$ cat config.mk
export PLATFORM = sky130hd
export DESIGN_NAME = keypad_matrix_scan_debounce_core_flat
export DESIGN_NICKNAME = d
export VERILOG_FILES = /design/src/hdl/kms_pkg.sv /design/src/hdl/kms_if.sv /design/src/hdl/keypad_matrix_scan_debounce_core.sv /design/src/flat_wrapper.sv
export SDC_FILE = /design/constraint.sdc
export NUM_CORES = 1
export LEC_CHECK = 0
export ABC_AREA = 1
export BUFFER_PORTS_ARGS = -buffer_cell sky130_fd_sc_hd__buf_4
export CAP_MARGIN = 25
export CORE_MARGIN = 2
export CORE_UTILIZATION = 50
export CTS_CLUSTER_SIZE = 12
export DETAILED_ROUTE_END_ITERATION = 16
export PLACE_DENSITY = 0.68
export SETUP_SLACK_MARGIN = 0.15
export SYNTH_ARGS = -nofsm -noshare
export SYNTH_HDL_FRONTEND = slang
export SYNTH_SLANG_ARGS = --single-unit
$ cat constraint.sdc
create_clock -name clk -period 4.8 [get_ports clk]
set_clock_uncertainty 0.05 [all_clocks]
set_input_delay 0.48 -clock clk [delete_from_list [all_inputs] [get_ports clk]]
set_output_delay 0.48 -clock clk [all_outputs]
set_load 0.01 [all_outputs]
$ cat src/hdl/kms_pkg.sv
package kms_pkg;

    localparam int ROW_COUNT_DEFAULT = 8;

    localparam logic [15:0] SETTLE_RESET   = 16'd1;
    localparam logic [15:0] DEBOUNCE_RESET = 16'd10;
    localparam logic [23:0] PIN_MAP_RESET  = 24'd16434824;

    // register index, taken from paddr[3:2]
    localparam logic [1:0] REG_SETTLE   = 2'd0;
    localparam logic [1:0] REG_DEBOUNCE = 2'd1;
    localparam logic [1:0] REG_PIN_MAP  = 2'd2;

    typedef enum logic [1:0] {
        PH_SCAN1    = 2'd0,
        PH_DEBOUNCE = 2'd1,
        PH_SCAN2    = 2'd2
    } phase_t;

    // wiring index to key number, entry i at bits 3i+2:3i
    function automatic logic [2:0] map_entry(input logic [23:0] pin_map, input logic [2:0] idx);
        logic [4:0] sh;
        sh = {1'b0, idx, 1'b0} + {2'b00, idx};
        return 3'(pin_map >> sh);
    endfunction

endpackage

$ cat src/hdl/kms_if.sv
interface kms_sample_if;
    logic       valid;
    logic       ready;
    logic [7:0] col_lines;

    modport source (output valid, output col_lines, input ready);
    modport sink (input valid, input col_lines, output ready);
endinterface

interface kms_result_if;
    logic       valid;
    logic       ready;
    logic [7:0] row_drive;
    logic       event_valid;
    logic       event_kind;
    logic [2:0] key_row;
    logic [2:0] key_col;

    modport source (output valid, output row_drive, output event_valid, output event_kind,
                    output key_row, output key_col, input ready);
    modport sink (input valid, input row_drive, input event_valid, input event_kind,
                  input key_row, input key_col, output ready);
endinterface

$ cat src/hdl/keypad_matrix_scan_debounce_core.sv
// Keypad matrix scanner with debounce. Every sample transaction is one scan tick
// carrying the active-low column lines; each produces exactly one result transaction
// with the active-low row drive for that tick and an optional press/release event.
// One transaction per clock is sustained while the result side accepts: a transaction
// is registered, evaluated by the combinational scan/debounce logic and lands in the
// result register, which stalls only while its ready is low.
// Registers (APB, byte address 4*i): 0 settle_ticks, 1 debounce_ticks, 2 pin_map.
// Write them only when no transaction is in flight.
module keypad_matrix_scan_debounce_core #(
    parameter int ROW_COUNT = kms_pkg::ROW_COUNT_DEFAULT
) (
    input  logic               clk,
    input  logic               rst_n,
    kms_sample_if.sink         sample,
    kms_result_if.source       result,
    input  logic               psel,
    input  logic               penable,
    input  logic               pwrite,
    input  logic [3:0]         paddr,
    input  logic [31:0]        pwdata,
    output logic [31:0]        prdata,
    output logic               pready
);

    // configuration
    logic [15:0] settle_reg;
    logic [15:0] debounce_reg;
    logic [23:0] pin_map_reg;
    logic        cfg_wr;

    // pipeline
    logic        s1_valid_reg;
    logic [7:0]  cols_reg;
    logic        res_valid_reg;
    logic [7:0]  drive_reg;
    logic        ev_valid_reg;
    logic        ev_kind_reg;
    logic [2:0]  ev_row_reg;
    logic [2:0]  ev_col_reg;
    logic        advance;
    logic        take;

    // scanner state
    kms_pkg::phase_t phase_reg, phase_next;
    logic        key_held_reg, key_held_next;
    logic [2:0]  held_row_reg, held_row_next;
    logic [2:0]  held_col_reg, held_col_next;
    logic [2:0]  cand_row_reg, cand_row_next;
    logic [2:0]  cand_col_reg, cand_col_next;
    logic [2:0]  scan_row_reg, scan_row_next;
    logic [15:0] wait_reg, wait_next;

    // decode
    logic [7:0]  active;
    logic [2:0]  col_idx;
    logic [15:0] need;
    logic [15:0] cnt_inc;
    logic        sampled;
    logic        last_row;
    logic [2:0]  hit_row;
    logic [2:0]  hit_col;
    logic        scan_hit;
    logic        scan_miss;
    logic        scan_next_row;
    logic        is_deb;
    logic        is_scan2;
    logic        same_held;
    logic        rel_evt;
    logic        press_evt;

    // outputs of the evaluation
    logic [7:0]  drive_c;
    logic        ev_valid_c;
    logic        ev_kind_c;
    logic [2:0]  ev_row_c;
    logic [2:0]  ev_col_c;

    // ---------------- APB ----------------
    assign pready = 1'b1;
    assign cfg_wr = psel && penable && pwrite && pready;

    always_comb
    begin
        case (paddr[3:2])
            kms_pkg::REG_SETTLE:   prdata = {16'd0, settle_reg};
            kms_pkg::REG_DEBOUNCE: prdata = {16'd0, debounce_reg};
            kms_pkg::REG_PIN_MAP:  prdata = {8'd0, pin_map_reg};
            default:               prdata = 32'd0;
        endcase
    end

    always_ff @(posedge clk or negedge rst_n)
    begin
        if (!rst_n)
        begin
            settle_reg   <= kms_pkg::SETTLE_RESET;
            debounce_reg <= kms_pkg::DEBOUNCE_RESET;
            pin_map_reg  <= kms_pkg::PIN_MAP_RESET;
        end
        else if (cfg_wr)
        begin
            case (paddr[3:2])
                kms_pkg::REG_SETTLE:   settle_reg   <= pwdata[15:0];
                kms_pkg::REG_DEBOUNCE: debounce_reg <= pwdata[15:0];
                kms_pkg::REG_PIN_MAP:  pin_map_reg  <= pwdata[23:0];
                default:               ;
            endcase
        end
    end

    // ---------------- flow control ----------------
    assign advance      = !res_valid_reg || result.ready;
    assign sample.ready = !s1_valid_reg || advance;
    assign take         = s1_valid_reg && advance;

    always_ff @(posedge clk or negedge rst_n)
    begin
        if (!rst_n)
        begin
            s1_valid_reg  <= 1'b0;
            res_valid_reg <= 1'b0;
        end
        else
        begin
            if (sample.ready)
            begin
                s1_valid_reg <= sample.valid;
            end
            if (advance)
            begin
                res_valid_reg <= s1_valid_reg;
            end
        end
    end

    always_ff @(posedge clk)
    begin
        if (sample.ready && sample.valid)
        begin
            cols_reg <= sample.col_lines;
        end
        if (take)
        begin
            drive_reg    <= drive_c;
            ev_valid_reg <= ev_valid_c;
            ev_kind_reg  <= ev_kind_c;
            ev_row_reg   <= ev_row_c;
            ev_col_reg   <= ev_col_c;
        end
    end

    assign result.valid       = res_valid_reg;
    assign result.row_drive   = drive_reg;
    assign result.event_valid = ev_valid_reg;
    assign result.event_kind  = ev_kind_reg;
    assign result.key_row     = ev_row_reg;
    assign result.key_col     = ev_col_reg;

    // ---------------- scan decode ----------------
    always_comb
    begin
        active  = ~cols_reg;
        col_idx = 3'd0;
        for (int i = 0; i < 8; i++)
        begin
            if (active[i])
            begin
                col_idx = 3'(i);
            end
        end
        need     = (settle_reg == 16'd0) ? 16'd1 : settle_reg;
        cnt_inc  = (wait_reg == 16'hFFFF) ? wait_reg : wait_reg + 16'd1;
        sampled  = cnt_inc >= need;
        last_row = !(({1'b0, scan_row_reg} + 4'd1) < 4'(ROW_COUNT));
        hit_row  = kms_pkg::map_entry(pin_map_reg, scan_row_reg);
        hit_col  = kms_pkg::map_entry(pin_map_reg, col_idx);

        scan_hit      = sampled && (|active);
        scan_miss     = sampled && !(|active) && last_row;
        scan_next_row = sampled && !(|active) && !last_row;

        is_deb    = phase_reg == kms_pkg::PH_DEBOUNCE;
        is_scan2  = phase_reg == kms_pkg::PH_SCAN2;
        same_held = (hit_row == held_row_reg) && (hit_col == held_col_reg);

        // a different key on the first scan releases at once; the confirming scan
        // releases on an empty or different result
        rel_evt = !is_deb && key_held_reg &&
                  ((!is_scan2 && scan_hit && !same_held) ||
                   (is_scan2 && (scan_miss || (scan_hit && !same_held))));
        press_evt = !is_deb && is_scan2 && !key_held_reg && scan_hit &&
                    (hit_row == cand_row_reg) && (hit_col == cand_col_reg);
    end

    // ---------------- next state ----------------
    always_comb
    begin
        phase_next    = phase_reg;
        key_held_next = key_held_reg;
        held_row_next = held_row_reg;
        held_col_next = held_col_reg;
        cand_row_next = cand_row_reg;
        cand_col_next = cand_col_reg;
        scan_row_next = scan_row_reg;
        wait_next     = wait_reg;

        if (is_deb)
        begin
            wait_next = cnt_inc;
            if (cnt_inc >= debounce_reg)
            begin
                phase_next    = kms_pkg::PH_SCAN2;
                scan_row_next = 3'd0;
                wait_next     = 16'd0;
            end
        end
        else
        begin
            // unused phase code starts a first scan
            phase_next = is_scan2 ? kms_pkg::PH_SCAN2 : kms_pkg::PH_SCAN1;
            wait_next  = cnt_inc;
            if (scan_next_row)
            begin
                scan_row_next = scan_row_reg + 3'd1;
                wait_next     = 16'd0;
            end
            if (scan_hit || scan_miss)
            begin
                scan_row_next = 3'd0;
                wait_next     = 16'd0;
                phase_next    = kms_pkg::PH_SCAN1;
                if (!is_scan2)
                begin
                    if ((key_held_reg && scan_miss) || (!key_held_reg && scan_hit))
                    begin
                        phase_next = (debounce_reg == 16'd0) ? kms_pkg::PH_SCAN2
                                                             : kms_pkg::PH_DEBOUNCE;
                    end
                    if (!key_held_reg && scan_hit)
                    begin
                        cand_row_next = hit_row;
                        cand_col_next = hit_col;
                    end
                end
            end
        end

        if (rel_evt)
        begin
            key_held_next = 1'b0;
        end
        if (press_evt)
        begin
            key_held_next = 1'b1;
            held_row_next = hit_row;
            held_col_next = hit_col;
        end
    end

    // ---------------- outputs ----------------
    always_comb
    begin
        drive_c    = is_deb ? 8'hFF : ~(8'd1 << scan_row_reg);
        ev_valid_c = rel_evt || press_evt;
        ev_kind_c  = rel_evt;
        ev_row_c   = 3'd0;
        ev_col_c   = 3'd0;
        if (rel_evt)
        begin
            ev_row_c = held_row_reg;
            ev_col_c = held_col_reg;
        end
        else if (press_evt)
        begin
            ev_row_c = hit_row;
            ev_col_c = hit_col;
        end
    end

    always_ff @(posedge clk or negedge rst_n)
    begin
        if (!rst_n)
        begin
            phase_reg    <= kms_pkg::PH_SCAN1;
            key_held_reg <= 1'b0;
            held_row_reg <= 3'd0;
            held_col_reg <= 3'd0;
            cand_row_reg <= 3'd0;
            cand_col_reg <= 3'd0;
            scan_row_reg <= 3'd0;
            wait_reg     <= 16'd0;
        end
        else if (take)
        begin
            phase_reg    <= phase_next;
            key_held_reg <= key_held_next;
            held_row_reg <= held_row_next;
            held_col_reg <= held_col_next;
            cand_row_reg <= cand_row_next;
            cand_col_reg <= cand_col_next;
            scan_row_reg <= scan_row_next;
            wait_reg     <= wait_next;
        end
    end

    // ---------------- assertions ----------------
    // events only come out of scan ticks, where exactly one row is driven
    a_event_on_scan: assert property (@(posedge clk) disable iff (!rst_n)
        (result.valid && result.event_valid) |-> ($countones(~result.row_drive) == 1))
        else $error("event reported on a tick that drives no single row");

    // quiet ticks carry zero event fields
    a_quiet_zero: assert property (@(posedge clk) disable iff (!rst_n)
        (result.valid && !result.event_valid) |->
            (!result.event_kind && result.key_row == 3'd0 && result.key_col == 3'd0))
        else $error("event fields nonzero without an event");

    // a committed press leaves the key held
    a_press_holds: assert property (@(posedge clk) disable iff (!rst_n)
        (take && press_evt) |=> key_held_reg)
        else $error("press did not mark the key held");

endmodule
$ cat src/flat_wrapper.sv
// flat-port wrapper written by rule: the top's interface ports become plain ports
module keypad_matrix_scan_debounce_core_flat 
#(
    parameter int ROW_COUNT = kms_pkg::ROW_COUNT_DEFAULT
)
  (clk, rst_n, psel, penable, pwrite, paddr, pwdata, prdata, pready, sample_valid, sample_col_lines, sample_ready, result_valid, result_row_drive, result_event_valid, result_event_kind, result_key_row, result_key_col, result_ready);
  kms_sample_if sample_i ();
  kms_result_if result_i ();
  input  logic clk;
  input  logic rst_n;
  input  logic psel;
  input  logic penable;
  input  logic pwrite;
  input  logic [3:0] paddr;
  input  logic [31:0] pwdata;
  output logic [31:0] prdata;
  output logic pready;
  input wire logic [$bits(sample_i.valid)-1:0] sample_valid;
  input wire logic [$bits(sample_i.col_lines)-1:0] sample_col_lines;
  output wire logic [$bits(sample_i.ready)-1:0] sample_ready;
  output wire logic [$bits(result_i.valid)-1:0] result_valid;
  output wire logic [$bits(result_i.row_drive)-1:0] result_row_drive;
  output wire logic [$bits(result_i.event_valid)-1:0] result_event_valid;
  output wire logic [$bits(result_i.event_kind)-1:0] result_event_kind;
  output wire logic [$bits(result_i.key_row)-1:0] result_key_row;
  output wire logic [$bits(result_i.key_col)-1:0] result_key_col;
  input wire logic [$bits(result_i.ready)-1:0] result_ready;
  assign sample_i.valid = sample_valid;
  assign sample_i.col_lines = sample_col_lines;
  assign sample_ready = sample_i.ready;
  assign result_valid = result_i.valid;
  assign result_row_drive = result_i.row_drive;
  assign result_event_valid = result_i.event_valid;
  assign result_event_kind = result_i.event_kind;
  assign result_key_row = result_i.key_row;
  assign result_key_col = result_i.key_col;
  assign result_i.ready = result_ready;
  keypad_matrix_scan_debounce_core #(.ROW_COUNT(ROW_COUNT)) u_core (.clk(clk), .rst_n(rst_n), .sample(sample_i), .result(result_i), .psel(psel), .penable(penable), .pwrite(pwrite), .paddr(paddr), .pwdata(pwdata), .prdata(prdata), .pready(pready));
endmodule
=== Yosys cells after proc, flatten, opt, wreduce, memory -nomap -nowiden ===
Cells that the tools add are included.

* Register bits: 116
* Input bits: 51
* Output and inout bits: 51
* Logic and storage cells: 126

* Add/sub/neg operators: 5
* $lt $le $gt $ge: 3
* Equality and inequality tests: 10
* Shift-type cells: 3
* Multiplexer cells: 31
* Bitwise operators: 4
* Reductions and logical operators: 51

{| class="wikitable"
|+ Operator list
! kind !! number
|-
| $mux W16 || 6
|-
| $pmux W24 S3 || 1
|-
| $shr A24 B5 Y3 || 2
|-
| $mux W3 || 12
|-
| $ge A16 B16 Y1 || 2
|-
| $logic_not A16 Y1 || 2
|-
| $logic_and A1 B1 Y1 || 22
|-
| $mux W2 || 9
|-
| $add A16 B1 Y16 const B || 1
|-
| $eq A16 B16 Y1 const B || 1
|-
| $not A8 Y8 || 2
|-
| $eq A3 B3 Y1 || 4
|-
| $reduce_and A2 Y1 || 6
|-
| $add A4 B3 Y5 || 2
|-
| $logic_not A1 Y1 || 8
|-
| $reduce_or A8 Y1 || 1
|-
| $shl A1 B3 Y8 const A || 1
|-
| $logic_or A1 B1 Y1 || 7
|-
| $reduce_and A5 Y1 || 1
|-
| $add A3 B1 Y4 const B || 1
|-
| $eq A2 B1 Y1 const B || 2
|-
| $eq A2 B2 Y1 const B || 2
|-
| $lt A4 B4 Y1 const B || 1
|-
| $add A3 B1 Y3 const B || 1
|-
| other kinds (7) || 10
|}

=== Depth between registers and ports, before layout ===
Gate-level depths: netlist of run 1.

* Word-level depth: 20
* Gate-level depth with buffers: 30
* Mapped depth without buffers: 30

=== Least setup slack after synthesis of run 1 ===
OpenSTA, ideal clock, no wires.

* Path type: flip-flop to flip-flop
* From: register u_core.wait_reg[0]
* To: register u_core.ev_row_reg[2] (netlist: u_core.result.key_row[2]) (data pin)
* Setup time: 257 ps
* Arrival: 3018 ps
* Data required time: 4493 ps
* Setup slack: 1475 ps
* Stages on the path, launching flop included: 26
* Buffers on the path: 0
* Period minus slack after synthesis: 3325 ps
* Path through: dfrtp_1 > ha_1 > nand2_1 > inv_1 > nand2_1 > nor2_1 > nand2_1 > nor2_1 > nand2_1 > inv_1 > nor3_1 > nand2_1 > xor2_1 > ha_1 > a21oi_1 > nor3_1 > a211oi_1 > nand2_1 > nand2_1 > nand3_4 > nand2_2 > inv_4 > nand2_4 > inv_2 > nand2_4 > o21ai_1

* Longest elaborated chain between the ends: 10
* Elaborated cells between the ends (all ways): 19
* Those cells by class: add/sub: 1; order compare: 1; eq/ne: 1; mux: 3; reduce/logical: 13

{| class="wikitable"
|+ Ends and longest elaborated chain
! what !! RTL line !! source
|-
| start: declaration || keypad_matrix_scan_debounce_core.sv:51 || <nowiki>logic [15:0] wait_reg, wait_next;</nowiki>
|-
| start signal: assignment || keypad_matrix_scan_debounce_core.sv:302 || <nowiki>wait_reg <= wait_next;</nowiki>
|-
| $add A16 B1 Y16 / $eq A16 B16 Y1 (equally long branches) || keypad_matrix_scan_debounce_core.sv:172 || <nowiki>cnt_inc = (wait_reg == 16'hFFFF) ? wait_reg : wait_reg + 16'd1;</nowiki>
|-
| $mux W16 (*) || keypad_matrix_scan_debounce_core.sv:172 ||
|-
| $ge A16 B16 Y1 (*) || keypad_matrix_scan_debounce_core.sv:173 || <nowiki>sampled = cnt_inc >= need;</nowiki>
|-
| $logic_and A1 B1 Y1 (on tied branches) || keypad_matrix_scan_debounce_core.sv:179, keypad_matrix_scan_debounce_core.sv:178 ||
|-
| $logic_and A1 B1 Y1 (on tied branches) || keypad_matrix_scan_debounce_core.sv:179, keypad_matrix_scan_debounce_core.sv:190 ||
|-
| $logic_or A1 B1 Y1 || keypad_matrix_scan_debounce_core.sv:190 || <nowiki>(is_scan2 && (scan_miss || (scan_hit && !same_held))));</nowiki>
|-
| $logic_and A1 B1 Y1 || keypad_matrix_scan_debounce_core.sv:190 ||
|-
| $logic_or A1 B1 Y1 || keypad_matrix_scan_debounce_core.sv:189 || <nowiki>((!is_scan2 && scan_hit && !same_held) ||</nowiki>
|-
| $logic_and A1 B1 Y1 || keypad_matrix_scan_debounce_core.sv:188 || <nowiki>rel_evt = !is_deb && key_held_reg &&</nowiki>
|-
| $mux W3 (*) || keypad_matrix_scan_debounce_core.sv:268 || <nowiki>if (rel_evt)</nowiki>
|-
| net u_core.ev_row_c[2] || keypad_matrix_scan_debounce_core.sv:75 || <nowiki>logic [2:0] ev_row_c;</nowiki>
|-
| end signal: assignment || keypad_matrix_scan_debounce_core.sv:147 || <nowiki>ev_row_reg <= ev_row_c;</nowiki>
|-
| end: declaration || keypad_matrix_scan_debounce_core.sv:38 || <nowiki>logic [2:0] ev_row_reg;</nowiki>
|}

The timed path passes the listed nets; every way through them passes the cells marked *.
A chain may end at the register's enable or synchronous reset.

=== Worst setup path after layout of run 1 ===
* From: register u_core.cols_reg[1]
* To: register u_core.ev_col_reg[2] (netlist: u_core.result.key_col[2]) (data pin)

* Longest elaborated chain between the ends: 19
* Elaborated cells between the ends (all ways): 31
* Those cells by class: add/sub: 1; eq/ne: 2; shift: 1; mux: 9; bitwise: 1; reduce/logical: 17

{| class="wikitable"
|+ Ends and longest elaborated chain
! what !! RTL line !! source
|-
| start: declaration || keypad_matrix_scan_debounce_core.sv:33 || <nowiki>logic [7:0] cols_reg;</nowiki>
|-
| start signal: assignment || keypad_matrix_scan_debounce_core.sv:140 || <nowiki>cols_reg <= sample.col_lines;</nowiki>
|-
| $not A8 Y8 (*) || keypad_matrix_scan_debounce_core.sv:162 || <nowiki>active = ~cols_reg;</nowiki>
|-
| $mux W1 || keypad_matrix_scan_debounce_core.sv:166 || <nowiki>if (active[i])</nowiki>
|-
| $mux W2 (2 in series) || keypad_matrix_scan_debounce_core.sv:166 ||
|-
| $mux W3 (4 in series) || keypad_matrix_scan_debounce_core.sv:166 ||
|-
| $add A4 B3 Y5 || kms_pkg.sv:23 || <nowiki>sh = {1'b0, idx, 1'b0} + {2'b00, idx};</nowiki>
|-
| $shr A24 B5 Y3 || kms_pkg.sv:24 || <nowiki>return 3'(pin_map >> sh);</nowiki>
|-
| $eq A3 B3 Y1 || keypad_matrix_scan_debounce_core.sv:184 || <nowiki>same_held = (hit_row == held_row_reg) && (hit_col == held_col_reg);</nowiki>
|-
| $logic_and A1 B1 Y1 || keypad_matrix_scan_debounce_core.sv:184 ||
|-
| $logic_not A1 Y1 || keypad_matrix_scan_debounce_core.sv:189, keypad_matrix_scan_debounce_core.sv:190 ||
|-
| $logic_and A1 B1 Y1 || keypad_matrix_scan_debounce_core.sv:190 ||
|-
| $logic_or A1 B1 Y1 || keypad_matrix_scan_debounce_core.sv:190 ||
|-
| $logic_and A1 B1 Y1 || keypad_matrix_scan_debounce_core.sv:190 ||
|-
| $logic_or A1 B1 Y1 || keypad_matrix_scan_debounce_core.sv:189 ||
|-
| $logic_and A1 B1 Y1 || keypad_matrix_scan_debounce_core.sv:188 ||
|-
| $mux W3 (*) || keypad_matrix_scan_debounce_core.sv:268 ||
|-
| net u_core.ev_col_c[2] || keypad_matrix_scan_debounce_core.sv:76 || <nowiki>logic [2:0] ev_col_c;</nowiki>
|-
| end signal: assignment || keypad_matrix_scan_debounce_core.sv:148 || <nowiki>ev_col_reg <= ev_col_c;</nowiki>
|-
| end: declaration || keypad_matrix_scan_debounce_core.sv:39 || <nowiki>logic [2:0] ev_col_reg;</nowiki>
|}

Marks and branches as above.

==> impl_metrics.json, run 1 <==
{
  "path_cells": "inv_1, nand2_1, nand2_1, nand2_1, nand2_1, nand2_2, nand2_4, ha_1, inv_1, fa_1, inv_1, nor2_1, nand3_1, nand4_1, nand2_1, nand3_1, nand2_1, nand2_1, nor2_1, nand2_1, nand2_1, nand2_2, nand2_2, o21ai_2",
  "postLayoutCoreUtil_pct": 58.85,
  "r2r_slack_ns": 0.73,
  "wirelength_um": 21220,
  "path_class": "reg2reg",
  "chipWidth_um": 130.4,
  "setup_viol": 0,
  "dieHeight_um": 130.4,
  "synthTopCellsByCount": "nand2_1, inv_1, nand3_1, o21ai_0, dfrtp_1",
  "syn-instance-count": 1074,
  "dieArea_um2": 17010,
  "grt_pass1_wl_um": 34640,
  "ir_drop_mv": 0.3453,
  "synthDistinctLibCells": 51,
  "clk_latency_ns": 0.43,
  "synth_top_area_share_pct": 24.12,
  "grt_use_total_pct": 26.58,
  "route.detailed.drc": 0,
  "diodes": 0,
  "slew_violations": 0,
  "rsz0062_at_grt": "no",
  "root_buffer": "clkbuf_16",
  "cts.sinks": 116,
  "hold_class": "in2async",
  "htreeDepth": 4,
  "cp.arrival_ns": 4.30,
  "crit_path_max_incr_delay_ns": 0.52,
  "final_cell_area_um2": 9281,
  "fin_nets": 1239,
  "worstPathMaxFanout": 25,
  "worst_setup_path_start_kind": "flip-flop",
  "cts_resized": 0,
  "numCtsBuffers": 17,
  "min_period_ns": 4.065,
  "multiInputGateArea_um2": 4163,
  "dr_total_vias": 7419,
  "rows": 46,
  "drtPass1Iterations": 8,
  "drt-initial-drc-count": 777,
  "cp_num_buf_inv": 3,
  "synth_most_common_cell": "nand2_1",
  "crit_path_end_kind": "flip-flop",
  "synthTopCellsByArea": "dfrtp_1, nand2_1, edfxtp_1",
  "viasPerCell": 5.411,
  "maxCapViolCount": 0,
  "ys_seq_area_share_pct": 38.07,
  "synth_top_cell_by_area": "dfrtp_1",
  "totalNegativeSetupSlack_ns": 0,
  "hold_buffers": 0,
  "dp.final_hpwl_um": 16040,
  "grt_remaining_overflow": 0,
  "tightestPinTransition_ns": 0.9788,
  "area_growth_pct": 16.16,
  "crit_required_ns": 5.04,
  "cp_common_cell": "nand2_1",
  "syn_area_um2": 7990,
  "period_share_pct": 84.69,
  "run_status": "finished clean",
  "dpl-instance-area_um2": 8697,
  "start_util_pct": 50.67,
  "cts_tree": "built",
  "synth_edf_count": 24,
  "final-seq-area_um2": 3042,
  "port_buffers": 82,
  "clk_pin_slew_ns": 0.07,
  "ios": 102,
  "core_area_um2": 15770,
  "cp_top_family": "simple AND/OR/NAND/NOR gates",
  "hold_violations": 0,
  "cp_slowest_cell": "fa_1",
  "synthArstFlopShare_pct": 79.31,
  "grt_pass1_vias": 6713,
  "avgSynthCellArea_um2": 7.440,
  "finalWeightedCongestion": 0.9775,
  "wl_per_cell_um": 15.48,
  "layout.cells.non_filler": 1371,
  "cts_setup_buffers": 0,
  "layout-drive-gt1-share_pct": 15.15,
  "pwr_density_cell_nw_per_um2": 547.1,
  "yosysWarningCount": 0,
  "synth_flop_cell": "dfrtp_1",
  "ant_nets": 0,
  "max_freq_mhz": 246.0,
  "leakagePower_nw": 4.592,
  "dp.cells": 1339,
  "antenna_found_initial": 0,
  "ys_ff_latch": 116,
  "slew_headroom_pct": 34.56,
  "fill_cells": 1512,
  "cts_buffer_depth": 2,
  "grt_max_degree": 61,
  "largest_register_ff_count": 24
}
[area by class of cell]
type,instances,area share [%]
Timing Repair Buffer,90,7.280
Clock inverter,15,1.712
Inverter,145,5.891
Tap cell,216,2.912
Multi-Input combinational cell,772,44.85
Sequential cell,116,32.77
Clock buffer,17,4.583
[kinds of logic after synthesis]
family	synth area share [%]
other	0.09399
AOI/OAI and AO/OA	13.29
adders and majority gates	7.391
xor gates and xnor gates	1.738
and+or+nand+nor	29.25
buffers and inverters	10.16
DFF	38.07
[through the flow]
stage	total power [mW]	hold WS, ns	setup slack (ns)
2_1_floorplan	3.191	0.1344	1.475
3_3_place_gp	3.732	0.4297	0.8291
3_5_place_dp	3.778	0.4348	0.8274
4_1_cts	5.071	0.1116	0.7780
5_1_grt	5.510	0.1316	0.3269
6_report	5.078	0.05799	0.7349
[power by group]
part	total (mW)	switching (mW)	internal (mW)
clock	1.28	0.545	0.736
combinational	2.33	1.54	0.788
sequential	1.47	0.211	1.26
[worst paths after layout]
kind,from,to,cells past startpoint
worst max-delay path,u_core.cols_reg[1],u_core.result.key_col[2],24
worst min-delay path,rst_n,u_core.settle_reg[4],1
worst max register to register,u_core.cols_reg[1],u_core.result.key_col[2],24
worst min register to register,u_core.pin_map_reg[3],u_core.pin_map_reg[3],2
max in group asynchronous,rst_n,u_core.pin_map_reg[23],2
min in group clk,sample_col_lines[1],u_core.cols_reg[1],1
[routing by layer]
metal / GRT usage, % / share of wire (%) / vias to the layer above
li1: - / - / 3699
met1: 38.98 / 47 / 3392
met2: 39.36 / 44 / 286
met3: 4.967 / 6.5 / 42
met4: 10.01 / 2.6 / 0
met5: 0 / 0 / -
[layout by cell type (no fill, tap or decap), drive strengths merged, types with 3 or more instances in the layout]
cell    synthesis  routed
a211oi          3       3
conb            2       9
nand2         283     283
edfxtp         24      24
clkinv          2       4
nor4            8       8
nand3         133     133
or2             3       3
inv           143     154
nor2           58      58
buf            29      90
clkbuf         19      17
ha             44      44
o221ai         14      14
o211ai          8       8
nor3           14      14
dfrtp          77      77
nand3b          4       4
nand4          18      18
a21oi          32      32
o21ai         114     114
xor2           14      14
dfstp          15      15
Power figures use the tool's default switching activity.
==> run 2: changes to the inputs <==
Settings changed: PLACE_DENSITY 0.68 to 0.71.
Clock period 4.8 ns to 3.25 ns, I/O delays scaled along.
==> impl_metrics.json, run 2 (synthesis gave the netlist of run 1 again) <==
{
  "run_status": "complete, but fails checks",
  "violations": "negative setup slack",
  "cts.sinks": 116,
  "rows": 46,
  "tightestPinTransition_ns": 1.010,
  "fin_nets": 1316,
  "cp_top_family": "simple AND/OR/NAND/NOR gates",
  "largest_register_ff_count": 24,
  "layout_commonest_cell": "nand2_1",
  "clk_pin_slew_ns": 0.06,
  "route.detailed.drc": 0,
  "drtPass1Iterations": 5,
  "worst_setup_path_start_kind": "flip-flop",
  "core_area_um2": 15770,
  "grt_use_total_pct": 27.62,
  "ios": 102,
  "fin_ws_ns": -0.1622,
  "dp.cells": 1399,
  "diodes": 0,
  "dr_total_vias": 7878,
  "wl_per_cell_um": 15.91,
  "grt_max_degree": 49,
  "dp_slack_ns": -0.1675,
  "grt_remaining_overflow": 0,
  "wirelength_um": 23040,
  "hold_violations": 0,
  "min_path_cells": 1,
  "postLayoutCoreUtil_pct": 66.12,
  "r2r-start": "u_core.wait_reg[1]",
  "grt_pass1_wl_um": 36330,
  "path_cells": "ha_2, nand2_2, inv_2, nand2_2, nor2_4, nand2_2, nor2_4, nand2_4, inv_4, nor2_1, xor2_1, ha_1, inv_1, nor3_2, nand2_1, nand2_2, nand2_2, nand3_4, nand3_2, nor2_2, nand4_1, buf_6, nand2_1, nand2_1",
  "period_share_pct": 105.0,
  "port_buffers": 82,
  "hold_class": "in2reg",
  "clk_latency_ns": 0.42,
  "leakagePower_nw": 5.074,
  "pwr_density_cell_nw_per_um2": 835.3,
  "r2r_slack_ns": -0.16,
  "rsz0062_at_grt": "yes",
  "ff2ff_path_depth": 24,
  "numCtsBuffers": 17,
  "crit_path_max_incr_delay_ns": 0.37,
  "hold_end": "u_core.cols_reg[6]",
  "final_cell_mix": "nand2_1, buf_4, inv_1, nand3_1, dfrtp_1",
  "reg2reg_to": "u_core.held_col_reg[0]",
  "crit_path_end_kind": "flip-flop",
  "cp_num_buf_inv": 4,
  "layout.cells.non_filler": 1448,
  "worstPathMaxFanout": 5,
  "layout-drive-gt1-share_pct": 28.08,
  "start_util_pct": 50.67,
  "area_growth_pct": 30.50,
  "cts_buffer_depth": 2,
  "finalWeightedCongestion": 0.9339,
  "crit_required_ns": 3.51,
  "setup_viol": 39,
  "ir_drop_mv": 0.4858,
  "cp_slowest_cell": "dfrtp_1",
  "maxCapViolCount": 0,
  "max_freq_mhz": 293.1,
  "antenna_found_initial": 0,
  "slew_headroom_pct": 32.48,
  "htreeDepth": 4,
  "total_power_mw": 8.710,
  "fin_hold_ws_ns": 0.02360,
  "ant_nets": 0,
  "path_class": "reg2reg",
  "viasPerCell": 5.441,
  "dieArea_um2": 17010,
  "drt-initial-drc-count": 730,
  "holdCritStartpoint": "sample_col_lines[6]",
  "min_period_ns": 3.412,
  "cp.arrival_ns": 3.67,
  "cp_common_cell": "nand2_2",
  "dieHeight_um": 130.4,
  "dp.final_hpwl_um": 16290,
  "slew_violations": 0,
  "chipWidth_um": 130.4,
  "root_buffer": "clkbuf_16",
  "cts_tree": "built",
  "grt_pass1_vias": 7252
}
-- run 2: final cells by class --
cell class	count	area, um^2
Fill cell	1328	5343
Multi-Input combinational cell	773	4657
Sequential cell	116	3042
Timing Repair Buffer	166	1313
Inverter	145	559.3
Clock buffer	18	450.4
Tap cell	216	270.3
Clock inverter	14	136.4
-- run 2: per-layer routing --
| layer | global-route usage [%] | vias up | part of all wire (%) |
|---|---|---|---|
| met5 | 0 | - | 0 |
| met2 | 42.93 | 337 | 46 |
| met3 | 4.438 | 61 | 6.8 |
| met1 | 38.94 | 3626 | 44 |
| met4 | 11.08 | 0 | 3.4 |
| li1 | - | 3854 | - |
-- run 2: worst max-delay path by stage --
stage	slack, ns	to	from	cells past startpoint
floorplan	0.06	u_core.result.key_row[2]	u_core.wait_reg[0]	25
global placement	-0.11	u_core.result.event_valid	u_core.wait_reg[0]	25
detailed placement	-0.17	u_core.result.event_valid	u_core.wait_reg[0]	25
CTS	-0.09	u_core.result.event_valid	u_core.wait_reg[1]	25
global route	-0.43	u_core.held_col_reg[0]	u_core.wait_reg[0]	22
finish	-0.16	u_core.held_col_reg[0]	u_core.wait_reg[1]	24
-- run 2: repair_timing --
item / in CTS / in global routing
hold buffers: 1 / 0
endpoints found under the hold margin: 34 / 0
pin swaps: 20 / 45
cloned: 2 / 0
buffers inserted: 6 / 8
endpoints found under the setup margin: 42 / 42
gates resized for setup: 61 / 74
-- run 2: stage by stage --
step	TNS [ns]	area, um^2
after floorplan	0	8060
after global placement	-2.894	9189
after detailed placement	-4.103	9189
after CTS	-1.944	10070
after global routing	-12.96	10430
final	-3.706	10430
-- run 2: power breakdown --
group / switching (mW) / internal (mW) / total, mW
Sequential: 0.310 / 1.86 / 2.17
Combinational: 2.79 / 1.87 / 4.66
Clock: 0.761 / 1.12 / 1.88
